File: src/rtl/fmec_pkg.sv
// fmec_pkg: shared types and helpers for the float mantissa/exponent coder
// no dependencies; used by every stage module and the top level
`timescale 1ns / 1ps
`default_nettype none

package fmec_pkg;

  localparam int unsigned FloatW   = 32;
  localparam int unsigned MantW    = 14;
  localparam int unsigned ExpW     = 8;
  localparam int unsigned CodeW    = 30;
  localparam int unsigned LenW     = 5;
  localparam int unsigned HeadW    = 8;
  localparam int unsigned TailW    = 22;
  localparam logic [ExpW-1:0] ExpBias   = 8'd127;
  localparam logic [LenW-1:0] ZeroLen   = 5'd4;
  localparam logic [LenW-1:0] HeadLen   = 5'd8;

  // decoded fields after the first stage
  typedef struct packed {
    logic            zero;
    logic            sign;
    logic [MantW-1:0] mant;
    logic [3:0]      mbits;
    logic            e_nz;
    logic            esign;
    logic [ExpW-1:0] emag;   // magnitude with leading one removed
    logic [3:0]      elen;   // bit length of magnitude, 0..8
  } s1_t;

  // header and mantissa/exponent tail after the second stage
  typedef struct packed {
    logic             zero;
    logic [HeadW-1:0] head;
    logic [TailW-1:0] mt;
    logic [LenW-1:0]  mt_len;
  } s2_t;

  // position of the highest set bit plus one, 0 when empty
  function automatic logic [3:0] bit_len14(input logic [MantW-1:0] v);
    logic [3:0] n;
    n = 4'd0;
    for (int i = 0; i < MantW; i++) begin
      if (v[i]) n = 4'(i + 1);
    end
    return n;
  endfunction

  function automatic logic [3:0] bit_len8(input logic [ExpW-1:0] v);
    logic [3:0] n;
    n = 4'd0;
    for (int i = 0; i < ExpW; i++) begin
      if (v[i]) n = 4'(i + 1);
    end
    return n;
  endfunction

endpackage

`default_nettype wire

File: src/rtl/fmec_decode.sv
// fmec_decode: first stage, splits the float word and finds field lengths
// depends on fmec_pkg
`timescale 1ns / 1ps
`default_nettype none

module fmec_decode (
  input  wire logic                        clk,
  input  wire logic                        en,
  input  wire logic [fmec_pkg::FloatW-1:0] float_word,
  output fmec_pkg::s1_t                    q
);

  fmec_pkg::s1_t               q_next;
  logic [fmec_pkg::ExpW-1:0]   efield;
  logic [fmec_pkg::ExpW-1:0]   emag;
  logic [3:0]                  elen;
  logic [2:0]                  top_pos;

  always_comb begin
    efield  = float_word[30:23];
    if (efield >= fmec_pkg::ExpBias) begin
      emag = efield - fmec_pkg::ExpBias;
    end else begin
      emag = fmec_pkg::ExpBias - efield;
    end
    elen    = fmec_pkg::bit_len8(emag);
    top_pos = 3'(elen - 4'd1);

    q_next.zero  = (float_word[30:0] == 31'd0);
    q_next.sign  = float_word[31];
    q_next.mant  = float_word[22:9];
    q_next.mbits = fmec_pkg::bit_len14(float_word[22:9]);
    q_next.e_nz  = (efield != fmec_pkg::ExpBias);
    q_next.esign = (efield < fmec_pkg::ExpBias);
    q_next.elen  = elen;
    if (q_next.e_nz) begin
      q_next.emag = emag ^ (8'd1 << top_pos);
    end else begin
      q_next.emag = '0;
    end
  end

  always_ff @(posedge clk) begin
    if (en) begin
      q <= q_next;
    end
  end

endmodule

`default_nettype wire

File: src/rtl/fmec_pack.sv
// fmec_pack: second stage, builds the header and joins mantissa and exponent
// depends on fmec_pkg
`timescale 1ns / 1ps
`default_nettype none

module fmec_pack (
  input  wire logic  clk,
  input  wire logic  en,
  input  wire fmec_pkg::s1_t d,
  output fmec_pkg::s2_t q
);

  fmec_pkg::s2_t              q_next;
  logic [fmec_pkg::ExpW-1:0]  tail;
  logic [3:0]                 tail_len;
  logic [2:0]                 top_pos;

  always_comb begin
    top_pos = 3'(d.elen - 4'd1);
    if (d.e_nz) begin
      tail     = ({7'd0, d.esign} << top_pos) | d.emag;
      tail_len = d.elen;
    end else begin
      tail     = '0;
      tail_len = 4'd0;
    end
    q_next.zero   = d.zero;
    // count field plus one, exponent length cut to three bits, sign
    q_next.head   = {4'(d.mbits + 4'd1), d.elen[2:0], d.sign};
    q_next.mt     = ({8'd0, d.mant} << tail_len)
                    | {{(fmec_pkg::TailW - fmec_pkg::ExpW){1'b0}}, tail};
    q_next.mt_len = 5'(d.mbits) + 5'(tail_len);
  end

  always_ff @(posedge clk) begin
    if (en) begin
      q <= q_next;
    end
  end

endmodule

`default_nettype wire

File: src/rtl/fmec_align.sv
// fmec_align: last stage, places the header above the tail into the output register
// depends on fmec_pkg
`timescale 1ns / 1ps
`default_nettype none

module fmec_align (
  input  wire logic                       clk,
  input  wire logic                       en,
  input  wire fmec_pkg::s2_t              d,
  output logic [fmec_pkg::CodeW-1:0]      code_bits,
  output logic [fmec_pkg::LenW-1:0]       code_length
);

  logic [fmec_pkg::CodeW-1:0] code_bits_next;
  logic [fmec_pkg::LenW-1:0]  code_length_next;

  always_comb begin
    if (d.zero) begin
      code_bits_next   = '0;
      code_length_next = fmec_pkg::ZeroLen;
    end else begin
      code_bits_next   = ({22'd0, d.head} << d.mt_len) | {8'd0, d.mt};
      code_length_next = fmec_pkg::HeadLen + d.mt_len;
    end
  end

  always_ff @(posedge clk) begin
    if (en) begin
      code_bits   <= code_bits_next;
      code_length <= code_length_next;
    end
  end

endmodule

`default_nettype wire

File: src/rtl/float_mantissa_exponent_coder.sv
// float_mantissa_exponent_coder: top level, three-stage pipeline with valid bits
// depends on fmec_pkg, fmec_decode, fmec_pack, fmec_align
//
//  channel | handshake           | payload
//  --------+---------------------+------------------------------------
//  input   | in_valid / in_ready | float_word (32)
//  output  | out_valid/out_ready | code_bits (30), code_length (5)
//
// the accepted word is registered in decode, pack and align in turn, and out_valid
// rises once it reaches align; one item per cycle sustained while out_ready is high,
// through the three register stages (decode, pack, align)
// each stage loads when it is empty or the stage after it moves, so bubbles
// close up and a stalled output holds the whole pipe without loss
// rst clears the three valid bits only; payload registers are not reset
`timescale 1ns / 1ps
`default_nettype none

module float_mantissa_exponent_coder (
  input  wire logic                        clk,
  input  wire logic                        rst,
  input  wire logic                        in_valid,
  output logic                             in_ready,
  input  wire logic [fmec_pkg::FloatW-1:0] float_word,
  output logic                             out_valid,
  input  wire logic                        out_ready,
  output logic [fmec_pkg::CodeW-1:0]       code_bits,
  output logic [fmec_pkg::LenW-1:0]        code_length
);

  // stage valid bits travel with the data
  logic v1, v2, v3;
  logic en1, en2, en3;

  fmec_pkg::s1_t s1;
  fmec_pkg::s2_t s2;

  // a stage may load when empty or when its contents move on
  assign en3 = !v3 || out_ready;
  assign en2 = !v2 || en3;
  assign en1 = !v1 || en2;

  assign in_ready  = en1;
  assign out_valid = v3;

  always_ff @(posedge clk) begin
    if (rst) begin
      v1 <= 1'b0;
      v2 <= 1'b0;
      v3 <= 1'b0;
    end else begin
      if (en1) v1 <= in_valid;
      if (en2) v2 <= v1;
      if (en3) v3 <= v2;
    end
  end

  // decode: sign, mantissa top bits, exponent magnitude and lengths
  fmec_decode u_decode (
    .clk        (clk),
    .en         (en1),
    .float_word (float_word),
    .q          (s1)
  );

  // pack: header byte and mantissa followed by exponent code
  fmec_pack u_pack (
    .clk (clk),
    .en  (en2),
    .d   (s1),
    .q   (s2)
  );

  // align: header shifted above the tail, zero value forced to four zero bits
  fmec_align u_align (
    .clk         (clk),
    .en          (en3),
    .d           (s2),
    .code_bits   (code_bits),
    .code_length (code_length)
  );

endmodule

`default_nettype wire

File: config.mk
export PLATFORM = sky130hd
export DESIGN_NAME = float_mantissa_exponent_coder
export DESIGN_NICKNAME = d
export VERILOG_FILES = /design/src/rtl/fmec_pkg.sv /design/src/rtl/fmec_decode.sv /design/src/rtl/fmec_pack.sv /design/src/rtl/fmec_align.sv /design/src/rtl/float_mantissa_exponent_coder.sv
export SDC_FILE = /design/constraint.sdc
export NUM_CORES = 1
export LEC_CHECK = 0
export BUFFER_PORTS_ARGS = -buffer_cell sky130_fd_sc_hd__buf_2
export CAP_MARGIN = 30
export CORE_ASPECT_RATIO = 1.4
export CORE_MARGIN = 1.5
export CORE_UTILIZATION = 50
export DETAILED_ROUTE_END_ITERATION = 16
export GPL_ROUTABILITY_DRIVEN = 0
export PLACE_DENSITY_LB_ADDON = 0.3
export REMOVE_ABC_BUFFERS = 1
export SETUP_SLACK_MARGIN = 0.3
export SLEW_MARGIN = 20
export SYNTH_ARGS = -nofsm -noshare
export SYNTH_HDL_FRONTEND = slang
export SYNTH_SLANG_ARGS = --single-unit
File: constraint.sdc
create_clock -name clk -period 2.7 [get_ports clk]
set_input_delay 0.27 -clock clk [delete_from_list [all_inputs] [get_ports clk]]
set_output_delay 0.27 -clock clk [all_outputs]
set_load 0.03 [all_outputs]
==> impl_results.md <==
* Worst-Margin Slew at 0.819 ns
* Syn Area/Cell at 11.3 um2
* Clock buffer depth at 2
* CTS clk-pin slew, worst paths at 0.07 ns
* DRT Wirelength at 12400 um
* Internal at 0.00338 W
* Total power at 0.00482 W
* F_max at 0.430 GHz
* Post-route ant nets at 0
* PwrDens at 720 nW/um2
* Post-synthesis mux area share at 10.4%
* Residual DRC at 0
* Area share of fa/ha/maj cells after synthesis at 1.84%
* Tmin final at 2.32 ns
* Reg area at 3210 um2
* Core Footprint at 11400 um2
* N_diodes at 0
* Cts bufs inserted at 9
* H-tree depth at 3
* Share of cells above drive strength 1 at 21.8%
* Simple-gate share of the synthesized area at 14.5%
* Slew HR at 45.4%
* Initial DRC Count at 295
* Drt first pass iters at 5
* Hold slack final at 0.102 ns
* Post-synth top flop: edfxtp_1
* Vias/cell at 5.91
* Rows at 46
* Warnings, synthesis at 0
* Final Hold Fails at 0
* Dpl cell area at 6330 um2
* Crit share post-route at 86.0%
* Total I/O pin count at 73
* Sequential area share after synthesis at 54.9%
* Vias at 4377
* CP Max Fanout at 17
* Port bufs at 72
* Worst min path class: in2reg
* Max-cap viol count at 0
* TNS Setup at 0 ns
* Die W at 94.4 um
* Psw at 0.00144 W
* Die boundary height at 131 um
* Die Footprint at 12400 um2
* Pre-CTS worst setup slack at 0.365 ns
* Ys async rst share at 0%
* Final instance area at 6700 um2
* Status: completed
* Synth-to-layout area growth at 14.5%
* RSZ-0062 raised after global routing: false
* Post-synthesis xor/xnor area fraction at 1.63%
* CP most frequent cell: mux2i_1
* Largest net degree at the start of global routing at 37
* Max Transition Viols Final at 0
* Grt ovf at 0
* Initial antenna violation count at 0
* First-pass GRT wire length at 19900 um
* Crit. End Element: register
* Nets at 635
* Largest family of logic cells by synthesized area: simple AND/OR/NAND/NOR gates
* Starting Density at 51.3%
* CP required at 2.81 ns
* Worst EP arrival at 2.43 ns
* Skew final at 0.00638 ns
* Worst VDD drop at 0.403 mV
* Clock net sink count at 108
* Post-synth EDFFs at 105
* Clock Power Share at 28.3%
* Post-synth cell types at 62
* Clock latency on the worst-skew pair at 0.35 ns
* Comb pwr share at 25.0%
* R2R Setup Slk at 0.38 ns
* Vias in the first global route at 4215
* Critical-path cell list: buf_4, nand2_4, mux2i_1, mux2i_1, mux2i_1, o22ai_1, and2_1
* Post-synthesis compound-gate area fraction at 13.1%
* Max incr delay on CP at 0.58 ns
* All-layer global routing usage at 21.2%
* Number of fill cells in the layout at 950
* Post-Synthesis Cell Area at 5850 um2
* Worst path slowest cell: edfxtp_1
* Hpwl dp at 9470 um
* Switching Share at 29.9%
* Synth Instances at 520
* Setup violators final at 0
* Leakage at 2.65 nW
* CTS tree: built
* Multi-input gate area at 2430 um2
* Crit path kind: reg2reg
* Startpoint Class: register
* Worst Slack Setup Final at 0.377 ns
* Routed WL per cell at 16.7 um
* Yosys reg bits at 108
* Sequential share of power at 46.7%
* Clk root buf: clkbuf_16
==> final timing paths <==
kind | start | cells past startpoint | to
worst min register to register | u_decode.q[32]$_DFFE_PP_ | 0 | u_pack.q[27]$_DFFE_PP_
worst max-delay path | u_decode.q[13]$_DFFE_PP_ | 7 | u_pack.q[24]$_DFFE_PP_
worst min-delay path | rst | 2 | out_valid$_SDFFE_PP0P_
worst max register to register | u_decode.q[13]$_DFFE_PP_ | 7 | u_pack.q[24]$_DFFE_PP_
==> timing repair <==
item | in CTS | in global routing
endpoints found under the setup margin | 0 | 12
gates resized for setup | 0 | 1
hold buffers | 0 | 0
buffers inserted | 0 | 7
==> per-layer routing <==
| metal | share of wire [%] | vias up | track usage [%] |
|---|---|---|---|
| met5 | 0 | - | 0 |
| met4 | 4.9 | 0 | 12.6 |
| met3 | 5.1 | 47 | 4.17 |
| met2 | 54 | 187 | 39.7 |
| met1 | 36 | 2061 | 21.4 |
| li1 | - | 2082 | - |
==> final cells by class <==
type / count / area share, %
clock buffers: 9 / 3.36
clock inverters: 7 / 1.33
inverters: 23 / 1.29
multi-input cells: 361 / 36.2
flip-flops and latches: 108 / 47.9
well taps: 144 / 2.69
repair buffers: 88 / 7.17
==> cell families after synthesis <==
family / Yosys count
XOR/XNOR: 10
AO/OA/AOI/OAI: 117
buffers and inverters: 51
adder cells (fa/ha/maj): 8
flip-flops: 108
multiplexers: 53
AND/OR/NAND/NOR: 173
==> Yosys cell counts, types with 2 or more instances <==
cell type	n	area, um2
and2_1	10	62.6
o211ai_1	2	15.0
a221oi_1	4	35.0
mux2_2	10	113
mux4_2	5	113
and3_1	4	25.0
nor2b_1	8	50.1
a21boi_1	2	15.0
ha_1	7	87.6
o31ai_1	2	15.0
a31o_1	2	17.5
buf_4	3	22.5
nand2b_1	8	50.1
o21ai_0	30	150
o21ba_2	4	40.0
mux2i_1	38	380
o21bai_1	2	15.0
dfxtp_1	3	60.1
inv_1	21	78.8
xor2_1	2	17.5
nor2_1	67	251
a211oi_1	7	52.6
a21oi_1	31	155
nor3_1	13	65.1
a21o_1	3	22.5
nor4_1	6	37.5
o22ai_1	10	62.6
buf_2	10	50.1
o21a_1	2	15.0
clkbuf_1	15	56.3
edfxtp_1	105	3150
nor3b_1	3	22.5
nand3_1	11	55.1
nand2_1	30	113
nand4_1	4	25.0
nor4b_1	2	17.5
xnor2_1	7	61.3
a211o_1	3	26.3
==> sequential cells by signal, indices dropped and copies added (netlist names) <==
signal and count:
v2 1, u_align.code_length 5, u_align.code_bits 30, u_pack.q 36
v1 1, out_valid 1, u_decode.q 34
==> cells in the final DEF (no fill, tap or decap), drive strengths merged, types with 3 or more instances in the layout <==
cell	n
dfxtp	3
o22ai	10
xnor2	8
a21oi	31
mux4	5
edfxtp	105
ha	7
nand2b	8
nand3	12
mux2i	38
nor2	67
nand4	5
o21ba	4
nand2	31
and2	10
o21ai	31
nor2b	8
a211o	3
a21o	3
a211oi	7
nor3b	4
nor3	13
nor4	6
mux2	10
buf	88
clkinv	5
a221oi	5
clkbuf	9
and3	4
inv	23
==> stage by stage <==
stage | cells | utilization [%]
CTS | 733 | 58.3
detailed placement | 717 | 55.5
floorplan | 492 | -
global route | 740 | 58.8
finish | 740 | 58.8
global placement | 717 | 55.5
==> worst max-delay path, delay by kind of cell (launching register included) <==
family | cells | cell delay (ns)
buf+inv | 1 | 0.24
flops | 1 | 0.58
mux | 3 | 0.77
simple gates | 2 | 0.38
compound gates | 1 | 0.12
==> power by group through the flow <==
| stage | Clock, W | Combinational (W) | Sequential, W |
|---|---|---|---|
| floorplan | 0 | 0.000543 | 0.00254 |
| global placement | 0 | 0.00115 | 0.00228 |
| detailed placement | 0 | 0.00117 | 0.00230 |
| CTS | 0.00138 | 0.00117 | 0.00226 |
| global route | 0.00146 | 0.00130 | 0.00227 |
| finish | 0.00136 | 0.00121 | 0.00225 |
(Power assumes the default switching activity.)
